File: src/hw/rtl/sacl_pkg.sv
// Shared types and codes for the set-associative LRU cache model.
package sacl_pkg;

  typedef enum logic [1:0] {
    KIND_LOAD   = 2'd0,
    KIND_STORE  = 2'd1,
    KIND_MODIFY = 2'd2,
    KIND_INSTR  = 2'd3
  } kind_e;

  typedef enum logic [1:0] {
    CFG_SET_BITS   = 2'd0,
    CFG_BLOCK_BITS = 2'd1,
    CFG_WAYS       = 2'd2
  } cfg_idx_e;

  localparam int unsigned TagW = 32;
  localparam int unsigned AgeW = 32;

  typedef struct packed {
    logic            valid;
    logic [TagW-1:0] tag;
    logic [AgeW-1:0] age;
  } line_t;

  typedef struct packed {
    logic hit;
    logic evict;
  } lookup_res_t;

endpackage

File: src/hw/rtl/sacl_lookup.sv
// Hit detection, victim choice and LRU age update for one set.
module sacl_lookup #(
  parameter int unsigned WAYS = 4
) (
  input  sacl_pkg::line_t [WAYS-1:0]   row_i,
  input  logic [sacl_pkg::TagW-1:0]    tag_i,
  input  logic [WAYS-1:0]              way_en_i,
  output sacl_pkg::line_t [WAYS-1:0]   row_o,
  output sacl_pkg::lookup_res_t        res_o
);
  import sacl_pkg::*;

  localparam int unsigned WidxW  = (WAYS > 1) ? $clog2(WAYS) : 1;
  localparam int unsigned Leaves = 1 << $clog2(WAYS);
  localparam int unsigned Nodes  = 2 * Leaves - 1;

  logic [WAYS-1:0]  match;
  logic             hit;
  logic [WidxW-1:0] hit_way;
  logic             have_inv;
  logic [WidxW-1:0] inv_way;
  logic [WidxW-1:0] used_way;

  logic             nd_cand [Nodes];
  logic [AgeW-1:0]  nd_age  [Nodes];
  logic [WidxW-1:0] nd_idx  [Nodes];

  always_comb begin
    hit      = 1'b0;
    hit_way  = '0;
    have_inv = 1'b0;
    inv_way  = '0;
    for (int w = 0; w < WAYS; w++) begin
      match[w] = way_en_i[w] && row_i[w].valid && (row_i[w].tag == tag_i);
      if (match[w] && !hit) begin
        hit     = 1'b1;
        hit_way = WidxW'(w);
      end
      if (way_en_i[w] && !row_i[w].valid && !have_inv) begin
        have_inv = 1'b1;
        inv_way  = WidxW'(w);
      end
    end
  end

  // oldest-way tree; left side wins ties so the lowest way is picked
  always_comb begin
    for (int i = 0; i < Leaves; i++) begin
      if (i < WAYS) begin
        nd_cand[Leaves-1+i] = way_en_i[i];
        nd_age[Leaves-1+i]  = row_i[i].age;
      end else begin
        nd_cand[Leaves-1+i] = 1'b0;
        nd_age[Leaves-1+i]  = '0;
      end
      nd_idx[Leaves-1+i] = WidxW'(i);
    end
    for (int n = int'(Leaves) - 2; n >= 0; n--) begin
      if (nd_cand[2*n+1] && (!nd_cand[2*n+2] || nd_age[2*n+1] >= nd_age[2*n+2])) begin
        nd_cand[n] = nd_cand[2*n+1];
        nd_age[n]  = nd_age[2*n+1];
        nd_idx[n]  = nd_idx[2*n+1];
      end else begin
        nd_cand[n] = nd_cand[2*n+2];
        nd_age[n]  = nd_age[2*n+2];
        nd_idx[n]  = nd_idx[2*n+2];
      end
    end
  end

  always_comb begin
    priority if (hit) begin
      used_way = hit_way;
    end else if (have_inv) begin
      used_way = inv_way;
    end else begin
      used_way = nd_idx[0];
    end
  end

  always_comb begin
    for (int w = 0; w < WAYS; w++) begin
      row_o[w] = row_i[w];
      if (way_en_i[w]) begin
        if (used_way == WidxW'(w)) begin
          row_o[w].age = '0;
          if (!hit) begin
            row_o[w].valid = 1'b1;
            row_o[w].tag   = tag_i;
          end
        end else if (row_i[w].age != {AgeW{1'b1}}) begin
          row_o[w].age = row_i[w].age + AgeW'(1);
        end
      end
    end
  end

  assign res_o.hit   = hit;
  assign res_o.evict = !hit && !have_inv;

endmodule

File: config.mk
export PLATFORM = sky130hd
export DESIGN_NAME = sacl_lookup
export DESIGN_NICKNAME = d
export VERILOG_FILES = /design/src/hw/rtl/sacl_pkg.sv /design/src/hw/rtl/sacl_lookup.sv
export SDC_FILE = /design/constraint.sdc
export NUM_CORES = 1
export LEC_CHECK = 0
export BUFFER_PORTS_ARGS = -buffer_cell sky130_fd_sc_hd__buf_4
export CAP_MARGIN = 15
export CORE_AREA = 3 3 214 216
export DETAILED_ROUTE_END_ITERATION = 10
export DIE_AREA = 0 0 217 219
export PLACE_DENSITY = 0.42
export RECOVER_POWER = 25
export SLEW_MARGIN = 0
export SYNTH_ARGS = -nofsm -noshare
export SYNTH_HDL_FRONTEND = slang
export SYNTH_SLANG_ARGS = --single-unit
File: constraint.sdc
create_clock -name vclk -period 5.05
set_input_delay 0 -clock vclk [all_inputs]
set_output_delay 0 -clock vclk [all_outputs]
set_load 0.005 [all_outputs]
==> results.tsv, run 1 <==
stage	metric	value	unit
yosys	sequential area share after synthesis	0	%
cells_and_area	# clk buffers	0	
critical_path	Crit path top cell by count	buf_6	
timing	Fin. Hold Viols	0	
drt	# DRC	0	
critical_path	critical path's largest stage delay	0.63	ns
drt	drt via density	4.92	
placed_design	pre-CTS setup slack	-0.493	ns
cells_and_area	most common cell after layout, fill and taps aside	buf_4	
critical_path	worst setup path category	in -> out	
global_routing	vias in the first global route	13400	
drt	DRT antenna net count	0	
floorplan	Die X	217	um
cells_and_area	layout cells sized above 1	48.6	%
floorplan	starting density of the core	22.0	%
critical_path	Crit path arrival time	5.00	ns
timing	Peak Freq	200	MHz
global_routing	initial antenna violation count	3	
status	outcome	complete, no violations	
timing	Pins Over Slew Limit	0	
yosys	syn_nets	1825	
critical_path	Critical Path Slowest Stage Cell	or4b_4	
global_routing	GRT Util Overall	24.0	%
drt	routed vias	13400	
worst_hold_path	Hold Path Class	in -> out	
timing	PnR worst setup slack	0.0468	ns
timing	Max-Slew Margin vs Limit	28.9	%
cells_and_area	Storage cell area	0	sq um
placed_design	IO Port Bufs	558	
global_routing	first-pass GRT wire length	86.8	mm
timing	Slew @ Worst Pin	1.06	ns
drt	first-pass iteration count of the detailed router	5	
yosys	Syn Std Cell Area	9710	sq um
critical_path	WP buf/inv	6	
timing	RSZ-0062 raised after global routing	yes	
critical_path	Worst Setup Start Kind	primary input	
floorplan	Die ar.	47500	sq um
drt	Iter 0 DRT Violations	794	
drt	Post-Route WL	62.4	mm
global_routing	pin count of the biggest net entering global routing	34	
critical_path	largest fanout on the critical path	17	
cells_and_area	P&R area growth vs syn	80.2	%
drt	post-DR wirelength/cell	22.8	um
yosys	Gate Count Post-Synth	1429	
critical_path	crit end category	output pin	
critical_path	CP required	5.05	ns
cells_and_area	most frequent cells in the layout	buf_4 (713), nor2_1 (207), xor2_1 (154), nand2_1 (103), xnor2_1 (94)	
cells_and_area	footprint of the multi-input gates	9970	sq um
yosys	Yosys warnings	0	
global_routing	GRT overflow	0	
job	Max-Cap Viols	0	
floorplan	Std-Cell Rows	77	
yosys	Mean Syn Cell Area	6.80	sq um
cells_and_area	NumNets Final	2534	
floorplan	Ports	558	
timing	setup violators final	0	
placed_design	RD Place Congestion	0.949	
timing	final period utilization	99.1	%
timing	fin crit period	5.00	ns
clocking	cts hold-fix bufs	0	
critical_path	cell family with the largest share of critical-path delay	compound AO/OA/AOI/OAI gates	
floorplan	Die Span Y	219	um
yosys	Yosys cell types	56	
cells_and_area	fill cell count	4798	
cells_and_area	sequential cell count	0	
placed_design	dpl hpwl	53.0	mm
critical_path	critical path cell sequence	buf_6 -> inv_4 -> ha_4 -> a211o_1 -> a21oi_2 -> o21ai_1 -> a21o_1 -> a211o_4 -> buf_6 -> nor2_2 -> a21oi_1 -> ha_1 -> nand4_1 -> o41ai_4 -> o31ai_4 -> a22o_1 -> nor3_2 -> nor2_1 -> buf_4 -> or4b_4 -> buf_8 -> mux2_4 -> buf_6	
floorplan	Core Region	44100	sq um
==> area by class of cell <==
type	count	share of cell area (%)
repair buffers	787	36.9
diodes	3	0.0429
well taps	592	4.23
multi-input cells	1268	57.0
inverters	81	1.85
==> cells by family (layout without fill, tap and decap cells) <==
logic type	count (synthesis)	count (layout)	share of synthesized area, %
xor+xnor	248	248	22.4
mux	130	130	16.2
simple gates	617	617	30.7
fa+ha+maj	100	100	12.9
other cells	0	3	0
buf+inv	163	868	6.98
compound gates	171	173	10.9
==> cell usage after synthesis (all sizes together) (2+ instances only) <==
library cell | instances | share of area [%]
nand2 | 112 | 4.3
nor2 | 219 | 8.5
inv | 81 | 3.1
nand3 | 63 | 3.2
or4 | 6 | 0.46
clkbuf | 58 | 2.2
nand2b | 8 | 0.52
or3 | 6 | 0.39
or4b | 2 | 0.21
ha | 100 | 13
a221o | 2 | 0.21
mux2i | 3 | 0.31
o21a | 4 | 0.31
xor2 | 154 | 14
or2 | 2 | 0.13
a2111oi | 9 | 0.81
nor4b | 2 | 0.18
a31oi | 3 | 0.26
a41oi | 6 | 0.54
nor2b | 13 | 0.84
o211ai | 4 | 0.31
o21ai | 44 | 2.3
xnor2 | 94 | 8.5
a21oi | 63 | 3.2
buf | 24 | 1.6
o2111ai | 2 | 0.18
a211oi | 7 | 0.54
o31ai | 2 | 0.15
a21boi | 3 | 0.23
nand4 | 50 | 3.2
and4 | 16 | 1.4
nor3 | 33 | 1.7
nor4 | 52 | 3.4
and2 | 9 | 0.58
a211o | 4 | 0.36
and3 | 23 | 1.5
mux2 | 127 | 16
a21o | 7 | 0.54
==> final timing paths <==
| check | start | to | slack (ns) | cells past startpoint |
|---|---|---|---|---|
| setup / recovery | row_i[199] | row_o[41] | 0.05 | 23 |
| hold / removal | row_i[251] | row_o[251] | 0.31 | 3 |
==> metal layers <==
metal	vias up	part of all wire (%)	GRT usage, %
met4	0	1.6	3.57
met3	68	5.7	2.81
met1	6381	48	35.4
met2	514	45	38.1
met5	-	0	0
li1	6471	-	-
==> timing repair <==
action / CTS / global route
setup buffers: 16 / 8
pin swaps: 44 / 30
setup endpoints to repair: 216 / 159
cloned: 13 / 4
resized for setup: 185 / 71
hold endpoints to repair: 0 / 0
==> stage by stage <==
stage               utilization [%]  hold slack, ns  TNS [ns]  std cells  area, sq um
global route                   39.7           0.319     -8.55       2730        17500
CTS                            38.9           0.313   -0.0572       2720        17200
floorplan                         -          0.0879         0       1429         9710
finish                         39.7           0.305         0       2731        17500
detailed placement             36.2           0.312    -51.74       2697        16000
global placement               36.2           0.315    -51.87       2697        16000
==> run 2, diff against run 1 <==
--- a/config.mk
+++ b/config.mk
@@ -5,7 +5,7 @@
 export SDC_FILE = /design/constraint.sdc
 export NUM_CORES = 1
 export LEC_CHECK = 0
-export BUFFER_PORTS_ARGS = -buffer_cell sky130_fd_sc_hd__buf_4
+export BUFFER_PORTS_ARGS = -buffer_cell sky130_fd_sc_hd__buf_2
 export CAP_MARGIN = 15
 export CORE_AREA = 3 3 214 216
 export DETAILED_ROUTE_END_ITERATION = 10
==> run 2 against run 1 <==
Net effect: wire length fell by 1.9%; die area stayed put; design area shrank 7.9%; global-route usage shrank 0.75 points; maximum frequency is 0.28% higher; sequential share of layout area is the same; core utilization decreased by 3.2 points; setup slack improved by 0.014 ns; non-clock buffer count rose by 4.
==> results.tsv, run 2 (same netlist as run 1, synthesis figures left out) <==
stage	metric	value	unit
status	outcome	complete, no violations	
drt	routed vias	13600	
worst_hold_path	hold_sp	row_i[232]	
critical_path	Crit path arrival time	4.99	ns
drt	DR top layer	met5	
drt	M1 WL	29.5	mm
critical_path	crit end category	output pin	
drt	Post-Route WL	61.2	mm
drt	Iter 0 DRT Violations	1014	
global_routing	initial antenna violation count	4	
cells_and_area	most common cell after layout, fill and taps aside	buf_2	
cells_and_area	Storage cell area	0	sq um
floorplan	Die X	217	um
worst_hold_path	hold endpoint	row_o[232]	
critical_path	Worst Setup Start Kind	primary input	
timing	Max-Slew Margin vs Limit	38.1	%
cells_and_area	fin util	36.5	%
drt	DRT antenna net count	0	
floorplan	Die Span Y	219	um
floorplan	starting density of the core	22.0	%
floorplan	Std-Cell Rows	77	
global_routing	GRT Util Overall	23.3	%
drt	# DRC	0	
timing	RSZ-0062 raised after global routing	yes	
drt	wire length on met2	26.4	mm
floorplan	Die ar.	47500	sq um
global_routing	pin count of the biggest net entering global routing	42	
power	total power	1870	uW
power	PwrDens	116	nW/um^2
power	maximum VDD drop	72.9	uV
worst_hold_path	Worst Hold Depth	3	
placed_design	RD Place Congestion	0.973	
cells_and_area	layout cells sized above 1	49.3	%
cells_and_area	fill cell count	4834	
floorplan	Core Region	44100	sq um
cells_and_area	# clk buffers	0	
clocking	cts hold-fix bufs	0	
global_routing	vias in the first global route	13300	
worst_hold_path	Hold Path Class	in -> out	
timing	Fin. Hold Viols	0	
critical_path	CP required	5.05	ns
placed_design	Placed Area	14600	sq um
timing	final period utilization	98.8	%
global_routing	GRT overflow	0	
placed_design	dpl hpwl	51.7	mm
critical_path	largest fanout on the critical path	8	
power	Static Leak	0.00770	uW
drt	drt via density	4.97	
timing	Final TNS setup	0	ns
drt	met3 routed WL	4.24	mm
cells_and_area	most frequent cells in the layout	buf_2 (547), buf_4 (207), nor2_1 (206), xor2_1 (154), nand2_1 (100)	
critical_path	worst setup path category	in -> out	
cells_and_area	sequential cell count	0	
timing	setup violators final	0	
drt	post-DR wirelength/cell	22.4	um
drt	first-pass iteration count of the detailed router	5	
timing	Slew @ Worst Pin	0.929	ns
job	Max-Cap Viols	0	
cells_and_area	NumNets Final	2540	
timing	Pins Over Slew Limit	0	
cells_and_area	design area	16100	sq um
cells_and_area	P&R area growth vs syn	65.9	%
placed_design	IO Port Bufs	558	
timing	fin crit period	4.99	ns
global_routing	first-pass GRT wire length	84.8	mm
floorplan	Ports	558	
timing	Peak Freq	200	MHz
==> run 2: stage by stage <==
stage	instances	setup WS, ns	hold WS, ns
after floorplan	1429	0.536	0.0879
after global placement	2709	-0.538	0.326
after detailed placement	2709	-0.661	0.326
after CTS	2731	-0.0759	0.326
after global routing	2737	-0.156	0.336
final	2738	0.0608	0.325
==> run 2: power breakdown <==
group	switching, uW	leakage [uW]	internal (uW)	total [uW]
clock	0	0.0000000254	0.0000550	0.0000550
combinational	990	0.00770	879	1870
sequential	0	0	0	0
==> run 2: cell type report <==
cell class                 count  area [sq um]  share of cell area [%]
multi-input combinational   1270         10000                    62.3
timing repair buffer         791          5020                    31.2
tap                          592           741                    4.60
inverter                      81           312                    1.93
antenna                        4          10.0                  0.0621
==> run 2: how the worst max path moves through the flow <==
stage | to | startpoint | slack [ns] | depth (start not counted)
final | row_o[62] | row_i[80] | 0.06 | 22
after global routing | row_o[56] | row_i[80] | -0.16 | 24
after global placement | row_o[239] | row_i[82] | -0.54 | 25
after CTS | row_o[51] | row_i[0] | -0.08 | 29
after detailed placement | row_o[230] | row_i[82] | -0.66 | 25
after floorplan | row_o[56] | row_i[82] | 0.54 | 23
==> run 2: what timing repair did <==
action	CTS	global route
setup buffers	14	7
pin swaps	20	38
cloned	10	7
setup endpoints to repair	260	216
gates resized for setup	80	146
==> run 2: critical path, cell delays in order <==
cell	delay (ns)
buf_2	0.11
inv_1	0.07
ha_1	0.31
a2111oi_2	0.44
a21oi_2	0.14
o31ai_4	0.30
nand2_4	0.12
buf_6	0.17
buf_4	0.14
o21ai_0	0.34
ha_1	0.23
nand3_1	0.14
o41ai_4	0.44
o31ai_4	0.10
a22o_1	0.25
nor3_2	0.18
nor2_2	0.08
buf_4	0.15
or4b_4	0.64
buf_16	0.21
mux2_4	0.30
buf_6	0.12
==> run 2: routing by layer <==
layer	track usage, %	up-vias
met4	3.81	2
met2	34.8	565
met5	0	-
li1	-	6489
met3	4.26	70
met1	34.9	6493
(Power assumes the default switching activity.)
==> run 3, diff against run 2 <==
--- a/config.mk
+++ b/config.mk
@@ -5,12 +5,12 @@
 export SDC_FILE = /design/constraint.sdc
 export NUM_CORES = 1
 export LEC_CHECK = 0
-export BUFFER_PORTS_ARGS = -buffer_cell sky130_fd_sc_hd__buf_2
+export BUFFER_PORTS_ARGS = -buffer_cell sky130_fd_sc_hd__clkbuf_2
 export CAP_MARGIN = 15
-export CORE_AREA = 3 3 214 216
+export CORE_AREA = 3 3 216 218
 export DETAILED_ROUTE_END_ITERATION = 10
-export DIE_AREA = 0 0 217 219
-export PLACE_DENSITY = 0.42
+export DIE_AREA = 0 0 219 221
+export PLACE_DENSITY = 0.41
 export RECOVER_POWER = 25
 export SLEW_MARGIN = 0
 export SYNTH_ARGS = -nofsm -noshare
==> constraint.sdc (replaced) <==
create_clock -name vclk -period 4.86
set_input_delay 0 -clock vclk [all_inputs]
set_output_delay 0 -clock vclk [all_outputs]
set_load 0.005 [all_outputs]
==> run 3 against run 2 <==
Net effect: the run now ends with negative setup slack left; global-route usage increased by 1.5 points; via count is 1.4% higher; die area grew 1.8%; worst hold slack worse by 0.0046 ns; core utilization is 0.39 points higher; clock-buffer cell count stayed put; setup slack got worse by 0.21 ns; largest power group unchanged; final cell count increased by 1.4%.
==> results.tsv, run 3 (same netlist as run 1, synthesis figures left out) <==
stage	metric	value	unit
status	outcome	complete, but fails checks	
status	failing checks	negative setup slack	
timing	setup violators final	94	
cells_and_area	NumNets Final	2572	
timing	RSZ-0062 raised after global routing	yes	
job	Max-Cap Viols	0	
timing	Fin. Hold Viols	0	
global_routing	pin count of the biggest net entering global routing	34	
critical_path	Levels on crit path	23	
critical_path	critical path cell sequence	buf_12 -> inv_8 -> ha_4 -> a211o_1 -> a21oi_2 -> o21ai_1 -> a21o_1 -> a211o_4 -> buf_12 -> buf_12 -> nor2_4 -> a21oi_2 -> ha_1 -> nand4_1 -> o41ai_4 -> o31ai_4 -> a22o_1 -> a31oi_2 -> a2bb2oi_2 -> or4b_4 -> buf_8 -> mux2_4 -> buf_6	
cells_and_area	layout cells sized above 1	50.1	%
timing	Hold Slack	0.321	ns
global_routing	met3 Usage GRT	3.52	%
cells_and_area	# clk buffers	0	
placed_design	RD Place Congestion	0.932	
drt	DRT antenna net count	0	
global_routing	GRT overflow	0	
floorplan	Core Region	45100	sq um
timing	Slew @ Worst Pin	1.02	ns
global_routing	initial antenna violation count	7	
global_routing	first-pass GRT wire length	90.5	mm
timing	fin crit period	5.01	ns
cells_and_area	fin util	36.9	%
drt	post-DR wirelength/cell	23.9	um
floorplan	Die ar.	48400	sq um
power	maximum VDD drop	57.4	uV
drt	drt via density	4.97	
cells_and_area	P&R area growth vs syn	71.3	%
global_routing	GR met2 Demand/Resource	42.7	%
timing	Peak Freq	200	MHz
critical_path	Crit path arrival time	5.01	ns
floorplan	Die X	219	um
timing	Final TNS setup	-8.21	ns
global_routing	busiest grt layer	met2	
critical_path	cell family with the largest share of critical-path delay	compound AO/OA/AOI/OAI gates	
timing	PnR worst setup slack	-0.151	ns
floorplan	Std-Cell Rows	78	
critical_path	WP buf/inv	6	
worst_hold_path	Worst Hold Depth	3	
cells_and_area	footprint of the multi-input gates	10100	sq um
cells_and_area	Storage cell area	0	sq um
worst_hold_path	hold_sp	row_i[253]	
floorplan	Ports	558	
critical_path	critical path's largest stage delay	0.60	ns
cells_and_area	sequential cell count	0	
drt	Post-Route WL	66.5	mm
clocking	cts hold-fix bufs	0	
critical_path	worst setup path category	in -> out	
critical_path	Critical Path Slowest Stage Cell	or4b_4	
cells_and_area	most common cell after layout, fill and taps aside	clkbuf_2	
floorplan	starting density of the core	21.5	%
drt	Iter 0 DRT Violations	951	
worst_hold_path	hold endpoint	row_o[253]	
global_routing	GRT Util Overall	24.8	%
timing	Pins Over Slew Limit	0	
drt	first-pass iteration count of the detailed router	6	
global_routing	M1 GR Usage	33.8	%
power	Static Leak	0.00807	uW
timing	final period utilization	103	%
power	PwrDens	124	nW/um^2
critical_path	Worst Setup Start Kind	primary input	
placed_design	IO Port Bufs	558	
critical_path	crit end category	output pin	
worst_hold_path	Hold Path Class	in -> out	
global_routing	vias in the first global route	13400	
placed_design	pre-CTS setup slack	-0.759	ns
critical_path	CP required	4.86	ns
critical_path	largest fanout on the critical path	9	
critical_path	Crit path top cell by count	buf_12	
cells_and_area	fill cell count	4950	
floorplan	Die Span Y	221	um
timing	Max-Slew Margin vs Limit	31.2	%
placed_design	dpl hpwl	56.4	mm
drt	routed vias	13800	
drt	# DRC	0	
cells_and_area	most frequent cells in the layout	clkbuf_2 (521), buf_4 (231), nor2_1 (201), xor2_1 (154), nand2_1 (105)	
run 3: cell types whose count changed in the layout (fill, tap and decap cells not counted), sizes merged:
cell    before  now
buf        784  285
bufbuf       0    1
a211o        8    4
diode        4    3
clkbuf       7  541
run 3: through the flow:
stage               cell area [sq um]  instances  total power (uW)
floorplan                        9710       1429               784
global placement                14800       2734              1720
detailed placement              14800       2734              1730
CTS                             15600       2757              1880
global route                    16600       2777              2210
finish                          16600       2777              2070
run 3: area by class of cell:
class / instances / area share, %
multi-input cells: 1266 / 60.5
repair buffers: 827 / 33.1
well taps: 600 / 4.51
inverters: 81 / 1.89
diodes: 3 / 0.0451
run 3: per-layer routing:
metal  wire [um]  vias up
met3        4390       69
met1       29500     6662
met2       31400      538
li1            -     6529
met5          46        -
met4        1170        8
run 3: timing repair:
item,CTS,global route
endpoints found under the setup margin,260,260
resized for setup,113,196
gates cloned,8,13
pin swaps,42,47
setup buffers,15,12
run 3: how the worst max path moves through the flow:
stage,from,to,slack [ns]
4_1_cts,row_i[224],row_o[257],-0.15
3_3_place_gp,row_i[199],row_o[238],-0.62
6_report,row_i[199],row_o[239],-0.15
2_1_floorplan,row_i[82],row_o[56],0.35
5_1_grt,row_i[87],row_o[99],-0.31
3_5_place_dp,row_i[224],row_o[242],-0.76
run 3: where the power goes:
| part | total (uW) | switching, uW | internal (uW) | leakage, uW |
|---|---|---|---|---|
| registers | 0 | 0 | 0 | 0 |
| clock network | 0.0000827 | 0 | 0.0000827 | 0.0000000190 |
| logic | 2070 | 1090 | 978 | 0.00807 |
